===== config.mk =====
export PLATFORM = sky130hd
export DESIGN_NAME = sorted_array_priority_queue
export DESIGN_NICKNAME = d
export VERILOG_FILES = /design/src/design/sapq_pkg.sv /design/src/design/sapq_cell.sv /design/src/design/sorted_array_priority_queue.sv
export SDC_FILE = /design/constraint.sdc
export NUM_CORES = 1
export LEC_CHECK = 0
export ABC_AREA = 1
export BUFFER_PORTS_ARGS = -buffer_cell sky130_fd_sc_hd__buf_4
export CELL_PAD_IN_SITES_DETAIL_PLACEMENT = 1
export CELL_PAD_IN_SITES_GLOBAL_PLACEMENT = 1
export CORE_MARGIN = 4
export CORE_UTILIZATION = 45
export DETAILED_ROUTE_END_ITERATION = 8
export GPL_ROUTABILITY_DRIVEN = 0
export PLACE_DENSITY = 0.81
export SLEW_MARGIN = 20
export SYNTH_ARGS = -nofsm -noshare
export SYNTH_HDL_FRONTEND = slang
export SYNTH_SLANG_ARGS = --single-unit

===== constraint.sdc =====
create_clock -name clock -period 4.95 [get_ports clock]
set_clock_uncertainty 0.05 [all_clocks]
set_input_delay 0.495 -clock clock [delete_from_list [all_inputs] [get_ports clock]]
set_output_delay 0.495 -clock clock [all_outputs]
set_load 0.02 [all_outputs]

===== src/design/sapq_pkg.sv =====
`timescale 1ns / 1ps

package sapq_pkg;

   localparam int ValueWidth  = 32;
   localparam int StatusWidth = 2;
   localparam int OccWidth    = 4;

   localparam logic ACT_ENQUEUE = 1'b0;
   localparam logic ACT_DEQUEUE = 1'b1;

   localparam logic [StatusWidth-1:0] ST_DONE  = 2'd0;
   localparam logic [StatusWidth-1:0] ST_FULL  = 2'd1;
   localparam logic [StatusWidth-1:0] ST_EMPTY = 2'd2;

   localparam logic signed [ValueWidth-1:0] EMPTY_DATA = -32'sd1;

   typedef struct packed {
      logic                         action;
      logic signed [ValueWidth-1:0] value;
   } req_type;

   typedef struct packed {
      logic [StatusWidth-1:0]       status;
      logic signed [ValueWidth-1:0] data_out;
      logic [OccWidth-1:0]          occupancy;
   } rsp_type;

   // Command broadcast to every cell of the row.
   typedef struct packed {
      logic                         insert;
      logic                         remove;
      logic signed [ValueWidth-1:0] value;
   } cell_ctl_type;

endpackage


===== src/design/sapq_cell.sv =====
`timescale 1ns / 1ps

module sapq_cell
   import sapq_pkg::*;
(
   input  logic                         clock,
   input  cell_ctl_type                 ctl,
   input  logic                         occupied,
   input  logic                         left_le,
   input  logic signed [ValueWidth-1:0] left_value,
   input  logic signed [ValueWidth-1:0] right_value,
   output logic                         le,
   output logic signed [ValueWidth-1:0] value
);

   logic signed [ValueWidth-1:0] value_ff;
   logic signed [ValueWidth-1:0] value_in;

   // A cell whose value is less than or equal to the new one stays put. The
   // first cell past those takes the new value, and the rest shift up.
   assign le    = occupied && (value_ff <= ctl.value);
   assign value = value_ff;

   always_comb begin
      value_in = value_ff;
      if (ctl.insert) begin
         if (!le) begin
            if (left_le) begin
               value_in = ctl.value;
            end else begin
               value_in = left_value;
            end
         end
      end else if (ctl.remove) begin
         value_in = right_value;
      end
   end

   always_ff @(posedge clock) begin
      value_ff <= value_in;
   end

endmodule


===== src/design/sorted_array_priority_queue.sv =====
`timescale 1ns / 1ps

// Sorted priority queue built as a row of DEPTH cells, smallest value in cell 0.
// A command beat is taken on a rising edge with start high and busy low; busy
// is always low, so one enqueue or dequeue is taken every cycle.
// An enqueue places its value behind every stored value that is less than or
// equal to it; all cells compare against the new value in parallel and each
// either holds, takes the new value or takes its left neighbor's value.
// A dequeue returns cell 0 and every cell takes its right neighbor's value.
// Enqueue on a full queue returns status full; dequeue on an empty queue
// returns status empty with data -1. The store is left unchanged in both.
// Each command gives exactly one response beat, in the cycle after it is taken:
// rsp_strobe is high for that single cycle and rsp_item holds status, data
// and the occupancy after the command. The receiver cannot stall the block.
// Synchronous reset empties the queue; cell contents are not cleared, since
// only cells below the occupancy count are ever read.
module sorted_array_priority_queue
   import sapq_pkg::*;
#(
   parameter int DEPTH = 8
) (
   input  logic    clock,
   input  logic    reset,
   input  logic    start,
   output logic    busy,
   input  req_type req_item,
   output logic    rsp_strobe,
   output rsp_type rsp_item
);

   localparam int CountWidth = $clog2(DEPTH + 1);

   logic [CountWidth-1:0] count_ff;
   logic [CountWidth-1:0] count_in;
   logic                  rsp_strobe_ff;
   rsp_type               rsp_ff;
   rsp_type               rsp_in;

   cell_ctl_type                 ctl;
   logic                         accept;
   logic                         full;
   logic                         empty;
   logic                         cell_le    [DEPTH];
   logic signed [ValueWidth-1:0] cell_value [DEPTH];

   assign busy   = 1'b0;
   assign accept = start && !busy;
   assign full   = (count_ff == CountWidth'(DEPTH));
   assign empty  = (count_ff == '0);

   assign ctl.insert = accept && (req_item.action == ACT_ENQUEUE) && !full;
   assign ctl.remove = accept && (req_item.action == ACT_DEQUEUE) && !empty;
   assign ctl.value  = req_item.value;

   for (genvar i = 0; i < DEPTH; i++) begin : g_cell
      logic                         occupied;
      logic                         left_le;
      logic signed [ValueWidth-1:0] left_value;
      logic signed [ValueWidth-1:0] right_value;

      assign occupied = (count_ff > CountWidth'(i));

      if (i == 0) begin : g_first
         assign left_le    = 1'b1;
         assign left_value = req_item.value;
      end else begin : g_inner
         assign left_le    = cell_le[i-1];
         assign left_value = cell_value[i-1];
      end

      if (i == DEPTH - 1) begin : g_last
         assign right_value = cell_value[i];
      end else begin : g_body
         assign right_value = cell_value[i+1];
      end

      sapq_cell u_cell (
         .clock       (clock),
         .ctl         (ctl),
         .occupied    (occupied),
         .left_le     (left_le),
         .left_value  (left_value),
         .right_value (right_value),
         .le          (cell_le[i]),
         .value       (cell_value[i])
      );
   end

   always_comb begin
      count_in = count_ff;
      if (ctl.insert) begin
         count_in = count_ff + 1'b1;
      end else if (ctl.remove) begin
         count_in = count_ff - 1'b1;
      end

      rsp_in.status    = ST_DONE;
      rsp_in.data_out  = '0;
      rsp_in.occupancy = OccWidth'(count_in);
      if (req_item.action == ACT_ENQUEUE) begin
         if (full) begin
            rsp_in.status = ST_FULL;
         end
      end else begin
         if (empty) begin
            rsp_in.status   = ST_EMPTY;
            rsp_in.data_out = EMPTY_DATA;
         end else begin
            rsp_in.data_out = cell_value[0];
         end
      end
   end

   always_ff @(posedge clock) begin
      if (reset) begin
         count_ff      <= '0;
         rsp_strobe_ff <= 1'b0;
      end else begin
         count_ff      <= count_in;
         rsp_strobe_ff <= accept;
      end
      if (accept) begin
         rsp_ff <= rsp_in;
      end
   end

   assign rsp_strobe = rsp_strobe_ff;
   assign rsp_item   = rsp_ff;

endmodule


Word-level counts from Yosys, hierarchy flattened
Cells that the tools add are included.
{ "word_totals": {"register_bits": 299, "output_inout_bits": 40, "wordCells": 99} }
{ "classes": {"add_sub_neg": 2, "n_lt_le_gt_ge": 16, "n_eq_ne": 8, "mux": 34, "bitwise_logic": 2, "n_reduce_logical": 24} }
{ "op_table": {"columns": ["op", "count"], "rows": [
  ["32-bit 2-to-1 mux", 29],
  ["32-bit <= comparator", 8],
  ["4-bit by 3-bit > comparator with 1-bit output, second input constant", 4],
  ["2-bit AND reduction", 8],
  ["2-bit != test, second input constant", 7],
  ["1-bit logical AND", 12],
  ["4-bit by 1-bit > comparator with 1-bit output, second input constant", 2],
  ["4-bit by 2-bit > comparator with 1-bit output, second input constant", 2],
  ["4-bit 2-to-1 mux", 2],
  ["4-bit by 1-bit adder with 4-bit output, second input constant", 1],
  ["4-bit == test, second input constant", 1],
  ["4-bit logical NOT", 1],
  ["2-bit 2-to-1 mux", 2],
  ["4-bit by 1-bit subtractor with 4-bit output, second input constant", 1],
  ["1-bit logical NOT", 2],
  ["1-bit inverter", 2],
  ["2-bit nonzero test", 1],
  ["1-bit 2-to-1 mux", 1]
]} }

Depth between registers and ports, before layout
Gate-level depths: netlist of the first run.
{ "logic_depth": {"ltp_word": 5, "ltp_mapped": 21} }

Cells and area by module
Synthesis of the first run repeated with hierarchy kept, for this count alone.
{ "unflattened": {"hier_cells": 2779, "area_unflattened_um2": 21853.5} }
{ "modules_own_cells": {"columns": ["module", "n_inst", "cells_per_inst", "area_per_inst_um2", "seq_area_each_um2"], "rows": [
  ["sapq_cell", 8, 325, 2496.1, 960.9],
  ["sorted_array_priority_queue", 1, 179, 1884.3, 1241.2]
]} }

Worst setup path before layout of the first run
Ideal clock, no wire load.
{ "synth_timing": {"path_type": "input to register", "from": "in req_item[15] in the netlist's numbering", "to": "reg g_cell[7].u_cell.value_ff[0] (enable)", "arrival_ns": 3.273, "t_required_ns": 4.468, "setup_slack_ns": 1.195, "stages": 12, "n_path_buf": 0, "path_cell_list": "inv_1 -> ha_1 -> nand2_1 -> inv_1 -> nand3_1 -> nor3_1 -> inv_1 -> o21ai_0 -> nand3_1 -> nand3_1 -> nand3_1 -> a21oi_1"} }
{ "synth_between": {"elab_chain_cells": 4} }
{ "synth_lines": {"columns": ["item", "line_no", "rtl"], "rows": [
  ["from (decl)", "sorted_array_priority_queue.sv:26", "input req_type req_item,"],
  ["32-bit <= comparator", "sapq_cell.sv:21", "assign le = occupied && (value_ff <= ctl.value);"],
  ["1-bit logical AND", "sapq_cell.sv:21", null],
  ["1-bit inverter (no line)", null, null],
  ["2-bit AND reduction (no line)", null, null],
  ["to (signal assigned)", "sapq_cell.sv:40", "value_ff <= value_in;"],
  ["to (decl)", "sapq_cell.sv:16", "logic signed [ValueWidth-1:0] value_ff;"]
]} }
No other way between the ends.
A chain may end at the register's enable or synchronous reset.

Worst setup path in the final report of the first run
{ "layout_timing": {"from": "reg g_cell[7].u_cell.value_ff[15]", "to": "reg g_cell[7].u_cell.value_ff[15] (enable)"} }
{ "layout_between": {"elab_chain_cells": 4} }
{ "layout_lines": {"columns": ["item", "line_no"], "rows": [
  ["32-bit <= comparator", "sapq_cell.sv:21"],
  ["1-bit logical AND", "sapq_cell.sv:21"],
  ["1-bit inverter (no line)", null],
  ["2-bit AND reduction (no line)", null]
]} }
No other way between the ends.

==> results of run 1 <==
sequential cells by signal (all words and copies together), names as in the netlist:
name / count
count_ff: 4
g_cell.u_cell.value: 256
rsp_item: 38
rsp_strobe: 1
critical path, delay by kind of cell (launching register included):
kind / cells / cell delay [ps]
DFF: 1 / 410
AOI/OAI and AO/OA: 2 / 1220
adders and majority gates: 1 / 310
buffers and inverters: 3 / 500
and+or+nand+nor: 6 / 1210
cells in the final DEF, fill, tap and decap left out, types with 2 or more instances in the layout:
cell type  netlist  final
o21ai_0         57     57
dfxtp_1          5      5
ha_1           260    260
nand2_4          6      6
edfxtp_1       294    294
nor4_4           2      2
clkbuf_16        0     41
nor2_2           2      2
nand3_1         59     59
o21a_1          13     13
inv_1          302    302
nor2_1          70     70
o21ai_1          4      4
nor3_2           2      2
a21oi_1        151    150
clkinv_2         0      3
nand2_1       1329   1329
clkbuf_1        35      7
a21o_1           8      8
a31oi_1          2      2
nand3_2          4      4
clkinv_1         2     12
nand2_2          9      8
xor2_1           3      3
nor3_1           6      6
nand4_1         20     20
buf_4           13    111
bufinv_16        0      6
nor4_1           3      3
o211ai_1         3      3
worst paths after layout:
path                                     end  cells after the start
setup / recovery  g_cell[7].u_cell.value[15]                     12
hold / removal                   count_ff[0]                      2
setup reg to reg  g_cell[7].u_cell.value[15]                     12
hold reg to reg   g_cell[6].u_cell.value[16]                      2
layer usage:
layer,up-vias,wire [um],global-route usage
met1,9342,30900,0.383
met2,693,35600,0.492
met5,-,0,0
li1,8854,-,-
met3,192,5160,0.0488
met4,0,3010,0.112
kinds of logic (layout without fill, tap and decap cells):
logic type                 Yosys count  in the layout  synth area share
DFF                                299            299             0.424
AOI/OAI and AO/OA                  241            241            0.0605
other                                1              2          0.000178
buffers and inverters              387            485            0.0769
adders and majority gates          260            260             0.154
and+or+nand+nor                   1513           1513             0.283
xor gates and xnor gates             3              3           0.00125
layout make-up:
cell class                 instances  area (um2)  share of cell area
tap                              607         759              0.0323
antenna                            1        2.50            0.000106
inverter                         306        1150              0.0489
sequential                       299        8930               0.380
clock inverter                    20         240              0.0102
clock buffer                      48        1050              0.0447
timing repair buffer             111         833              0.0354
multi-input combinational       2018       10500               0.449
report_power, final:
group | internal (mW) | switching, mW | total, mW
Sequential | 3.50 | 0.372 | 3.87
Combinational | 1.06 | 2.40 | 3.46
Clock | 1.81 | 1.18 | 2.99
Total | 6.38 | 3.95 | 10.3
cell usage after synthesis (all sizes together):
library cell     n
a21boi           1
a21o             8
a21oi          151
a31oi            2
buf             46
clkbuf          35
clkinv           2
conb             1
dfxtp            5
edfxtp         294
ha             260
inv            304
nand2         1344
nand3           63
nand4           20
nor2            72
nor3             8
nor4             5
o211ai           3
o21a            13
o21ai           61
o22ai            1
o31ai            1
or2              1
xor2             3
per-stage QoR:
step,cell area (um2),hold WS (ps),std cells,power (mW)
after floorplan,21100,470,2704,5.99
after global placement,22200,481,3341,7.07
after detailed placement,22200,493,3341,7.29
after CTS,23500,52.2,3409,10.3
after global routing,23500,62.7,3409,10.9
final,23500,71.0,3410,10.3
==> results_dict.tcl, run 1 <==
set metrics [dict create \
    cts_resized 0 \
    grt_setup_unrepaired "false" \
    startpoint_type "register" \
    pre_cts_ws_ps 760 \
    path_cells "ha_1 > nand2_1 > inv_1 > nand3_1 > nor3_1 > inv_1 > o21ai_0 > nand3_1 > nand3_1 > nand3_1 > a21oi_4 > buf_4" \
    max-cap-violations 0 \
    drc 0 \
    critPathKind "reg -> reg" \
    worstSkewPairLatency_ps 580 \
    worstHoldStart "reset" \
    htreeDepth 2 \
    finalHoldViolCount 0 \
    grt_max_degree 84 \
    r2r-start "g_cell[7].u_cell.value[15]" \
    final_nets 3070 \
    crit_path_end_kind "register" \
    crit_fanout 20 \
    grt_pass1_vias 20267 \
    n_fill_cell 5782 \
    ios 76 \
    p_leak_nw 12.8 \
    cts_root_buf "clkbuf_16" \
    drive_gt1_frac 0.0682 \
    rows 79 \
    syn-cell-area_um2 21100 \
    overflow 0 \
    fp.coreArea_um2 46500 \
    synth_warnings 0 \
    area_growth_pct 11.6 \
    start_util 0.454 \
    clkSinkCount 299 \
    critPathSlowestCell "a21oi_4" \
    drt-wirelength-per-cell_um 21.9 \
    vias_per_cell 5.60 \
    crit_start "g_cell[7].u_cell.value[15]" \
    io_buffers 74 \
    final.setup.tns_ps 0 \
    grt_antenna_before_repair 0 \
    syn_inst 2704 \
    die_x_um 224 \
    grt_usage 0.293 \
    worst_path_most_repeated_cell "nand3_1" \
    clock_path_buffers 3 \
    grt_pass1_wl_um 115000 \
    yosys.area.top_type "edfxtp_1" \
    hp-class "in -> reg" \
    worstMarginPinSlew_ps 1010 \
    dieHeight_um 224 \
    status "finished clean" \
    num_vias 19081 \
    drv_slew 0 \
    totalWireLength_um 74600 \
    cts-buffers-inserted 38 \
    min_period_ps 4010 \
    yosys.area.top_type_share 0.419 \
    ys_seq_elements 299 \
    synth_area_leaders "edfxtp_1 (42%), nand2_1 (24%), ha_1 (15%)" \
    ant_nets 0 \
    setup_ws_ps 939 \
    first_iter_violations 1586 \
    power_density_nw_per_um2 439 \
    avgSynthCellArea_um2 7.79 \
    hpwl_um 52700 \
    cts_hold_buf 0 \
    fin_crit_sh 0.810 \
    ir_worst_vdd_mv 0.246 \
    clk_pin_slew_worst_paths_ps 60 \
    maxSlewHeadroom 0.318 \
    postCtsSetupRepairBufs 0 \
    setup_viol 0 \
    ff2ff_setup_slack_ps 940 \
    cp.required_ps 5170 \
    detail_route.first_pass.iterations 5 \
    critPathArrivalTime_ps 4230 \
    synthesis.nets 3000 \
    yosysSeqAreaShare 0.424 \
    cts_tree "done" \
    yosysUniqueCellTypes 36 \
    final_util 0.506 \
    max_freq_mhz 249 \
    critPathMaxStageDelay_ps 800 \
    die_area_um2 50400 \
]
No activity file was read; power rests on OpenSTA's default activity.
==> run 2, diff against run 1 <==
==> constraint.sdc (replaced) <==
create_clock -name clock -period 4.1 [get_ports clock]
set_clock_uncertainty 0.05 [all_clocks]
set_input_delay 0.41 -clock clock [delete_from_list [all_inputs] [get_ports clock]]
set_output_delay 0.41 -clock clock [all_outputs]
set_load 0.02 [all_outputs]
==> run 2 against run 1 <==
Fmax up 20%. Register-to-register slack worse by 190 ps. Core utilization up 0.18 points. Total power up 20%. Sequential cell count unchanged. Via count down 1.1%. Non-clock buffer count up 7. Largest power group unchanged. Highest routed layer is now met5.
==> results_dict.tcl, run 2 (same netlist as run 1, synthesis figures left out) <==
set metrics [dict create \
    grt_pass1_wl_um 114000 \
    n_fill_cell 5765 \
    grt_usage 0.291 \
    area_growth_pct 12.0 \
    crit_path_end_kind "register" \
    final_util 0.508 \
    vias_per_cell 5.52 \
    met3_usage 0.0398 \
    comb_power_share 0.341 \
    setup_ws_ps 748 \
    p_int_mw 7.62 \
    ff2ff_setup_slack_ps 750 \
    cp.required_ps 4250 \
    clockPowerShare 0.281 \
    p_leak_nw 12.9 \
    fp.coreArea_um2 46500 \
    startpoint_type "register" \
    maxSlewHeadroom 0.319 \
    hpwl_um 52800 \
    holdWs_ps 110 \
    fin_crit_sh 0.817 \
    detail_route.first_pass.iterations 5 \
    use_met1 0.393 \
    status "finished clean" \
    dp_cells 3347 \
    first_iter_violations 1710 \
    top_usage_layer "met2" \
    ir_worst_vdd_mv 0.285 \
    cts-buffers-inserted 39 \
    pre_cts_ws_ps 613 \
    clkSinkCount 299 \
    layout_common_cells "nand2_1 (1,329), inv_1 (302), edfxtp_1 (294)" \
    worstMarginPinSlew_ps 1020 \
    max_freq_mhz 298 \
    worstHoldStart "req_item[32]" \
    dieHeight_um 224 \
    worstSkewPairLatency_ps 560 \
    ios 76 \
    largest_reg_flops 256 \
    start_util 0.454 \
    finalNonFillerCells 3418 \
    r2r-start "g_cell[4].u_cell.value[15]" \
    die_x_um 224 \
    seq_power_share 0.378 \
    layout_commonest_cell "nand2_1" \
    cts_resized 0 \
    endpoint "g_cell[4].u_cell.value[12]" \
    final_nets 3078 \
    num_vias 18866 \
    totalWireLength_um 74000 \
    gr-usage-met2 0.486 \
    io_buffers 74 \
    max-cap-violations 0 \
    die_area_um2 50400 \
    power_density_nw_per_um2 525 \
    ant_nets 0 \
    cts_root_buf "clkbuf_16" \
    setup_viol 0 \
    n_antenna_cell 0 \
    hp-class "in -> reg" \
    grt_antenna_before_repair 2 \
    grt_max_degree 197 \
    critPathArrivalTime_ps 3500 \
    drv_slew 0 \
    clk_pin_slew_worst_paths_ps 60 \
    cts_tree "done" \
    crit_fanout 22 \
    min_period_ps 3350 \
    drc 0 \
    rows 79 \
    htreeDepth 2 \
    grt_setup_unrepaired "false" \
    finalHoldViolCount 0 \
    drive_gt1_frac 0.0729 \
    critPathKind "reg -> reg" \
    overflow 0 \
    grt_pass1_vias 19919 \
    drt-wirelength-per-cell_um 21.7 \
    timing.rr.end "g_cell[4].u_cell.value[12]" \
    swShare 0.385 \
    final.setup.tns_ps 0 \
    clock_path_buffers 3 \
    switching_power_mw 4.76 \
    crit_start "g_cell[4].u_cell.value[15]" \
    r2r_cells 12 \
]
[run 2: cell count changes in the layout (fill, tap and decap cells not counted), sizes merged]
| cell | before | now |
|---|---|---|
| clkbuf | 48 | 47 |
| buf | 111 | 117 |
| clkinv | 15 | 20 |
| bufinv | 6 | 4 |
| diode | 1 | 0 |
| dlygate4sd3 | 0 | 1 |
[run 2: repair_timing]
action,in CTS,in global routing
hold endpoints to repair,5,0
setup buffers,0,0
hold buffers,1,0
[run 2: power groups by stage]
| stage | logic [mW] | clock network (mW) | registers (mW) |
|---|---|---|---|
| after CTS | 4.19 | 3.53 | 4.67 |
| after floorplan | 2.61 | 0 | 4.62 |
| after global placement | 3.91 | 0 | 4.69 |
| after global routing | 4.73 | 3.64 | 4.73 |
| after detailed placement | 4.14 | 0 | 4.72 |
| final | 4.23 | 3.48 | 4.68 |
[run 2: worst min path at each step]
| stage | to | slack (ps) | cells after the start |
|---|---|---|---|
| after floorplan | count_ff[1] | 430 | 1 |
| after global placement | g_cell[1].u_cell.value[0] | 480 | 2 |
| after detailed placement | g_cell[1].u_cell.value[0] | 490 | 2 |
| after CTS | rsp_item[36] | 90 | 2 |
| after global routing | rsp_item[36] | 110 | 2 |
| final | rsp_item[36] | 110 | 2 |
[run 2: area by class of cell]
type | count | area (um2) | share of cell area
Clock inverter | 23 | 211 | 0.00896
Clock buffer | 47 | 1050 | 0.0444
Sequential cell | 299 | 8930 | 0.378
Tap cell | 607 | 759 | 0.0322
Inverter | 306 | 1150 | 0.0488
Timing Repair Buffer | 118 | 951 | 0.0403
Multi-Input combinational cell | 2018 | 10500 | 0.447
[run 2: metal layers]
| layer | up-vias | routed length (um) |
|---|---|---|
| met3 | 150 | 5280 |
| li1 | 8871 | - |
| met5 | - | 13 |
| met2 | 600 | 35000 |
| met4 | 2 | 2550 |
| met1 | 9243 | 31100 |
[run 2: metrics by stage]
stage	power [mW]	cell area, um2
final	12.4	23600
after global placement	8.60	22300
after detailed placement	8.85	22300
after global routing	13.1	23600
after floorplan	7.23	21100
after CTS	12.4	23600
[run 2: critical path, cell delays in order (launching register included)]
cell	delay (ps)
edfxtp_1	430
ha_1	320
nand2_1	130
nor3_1	590
nand2_1	130
nand2_1	120
nand2_1	80
nand3_1	80
nand3_1	110
nand2_2	110
nand2_4	210
nand2_1	180
buf_4	410
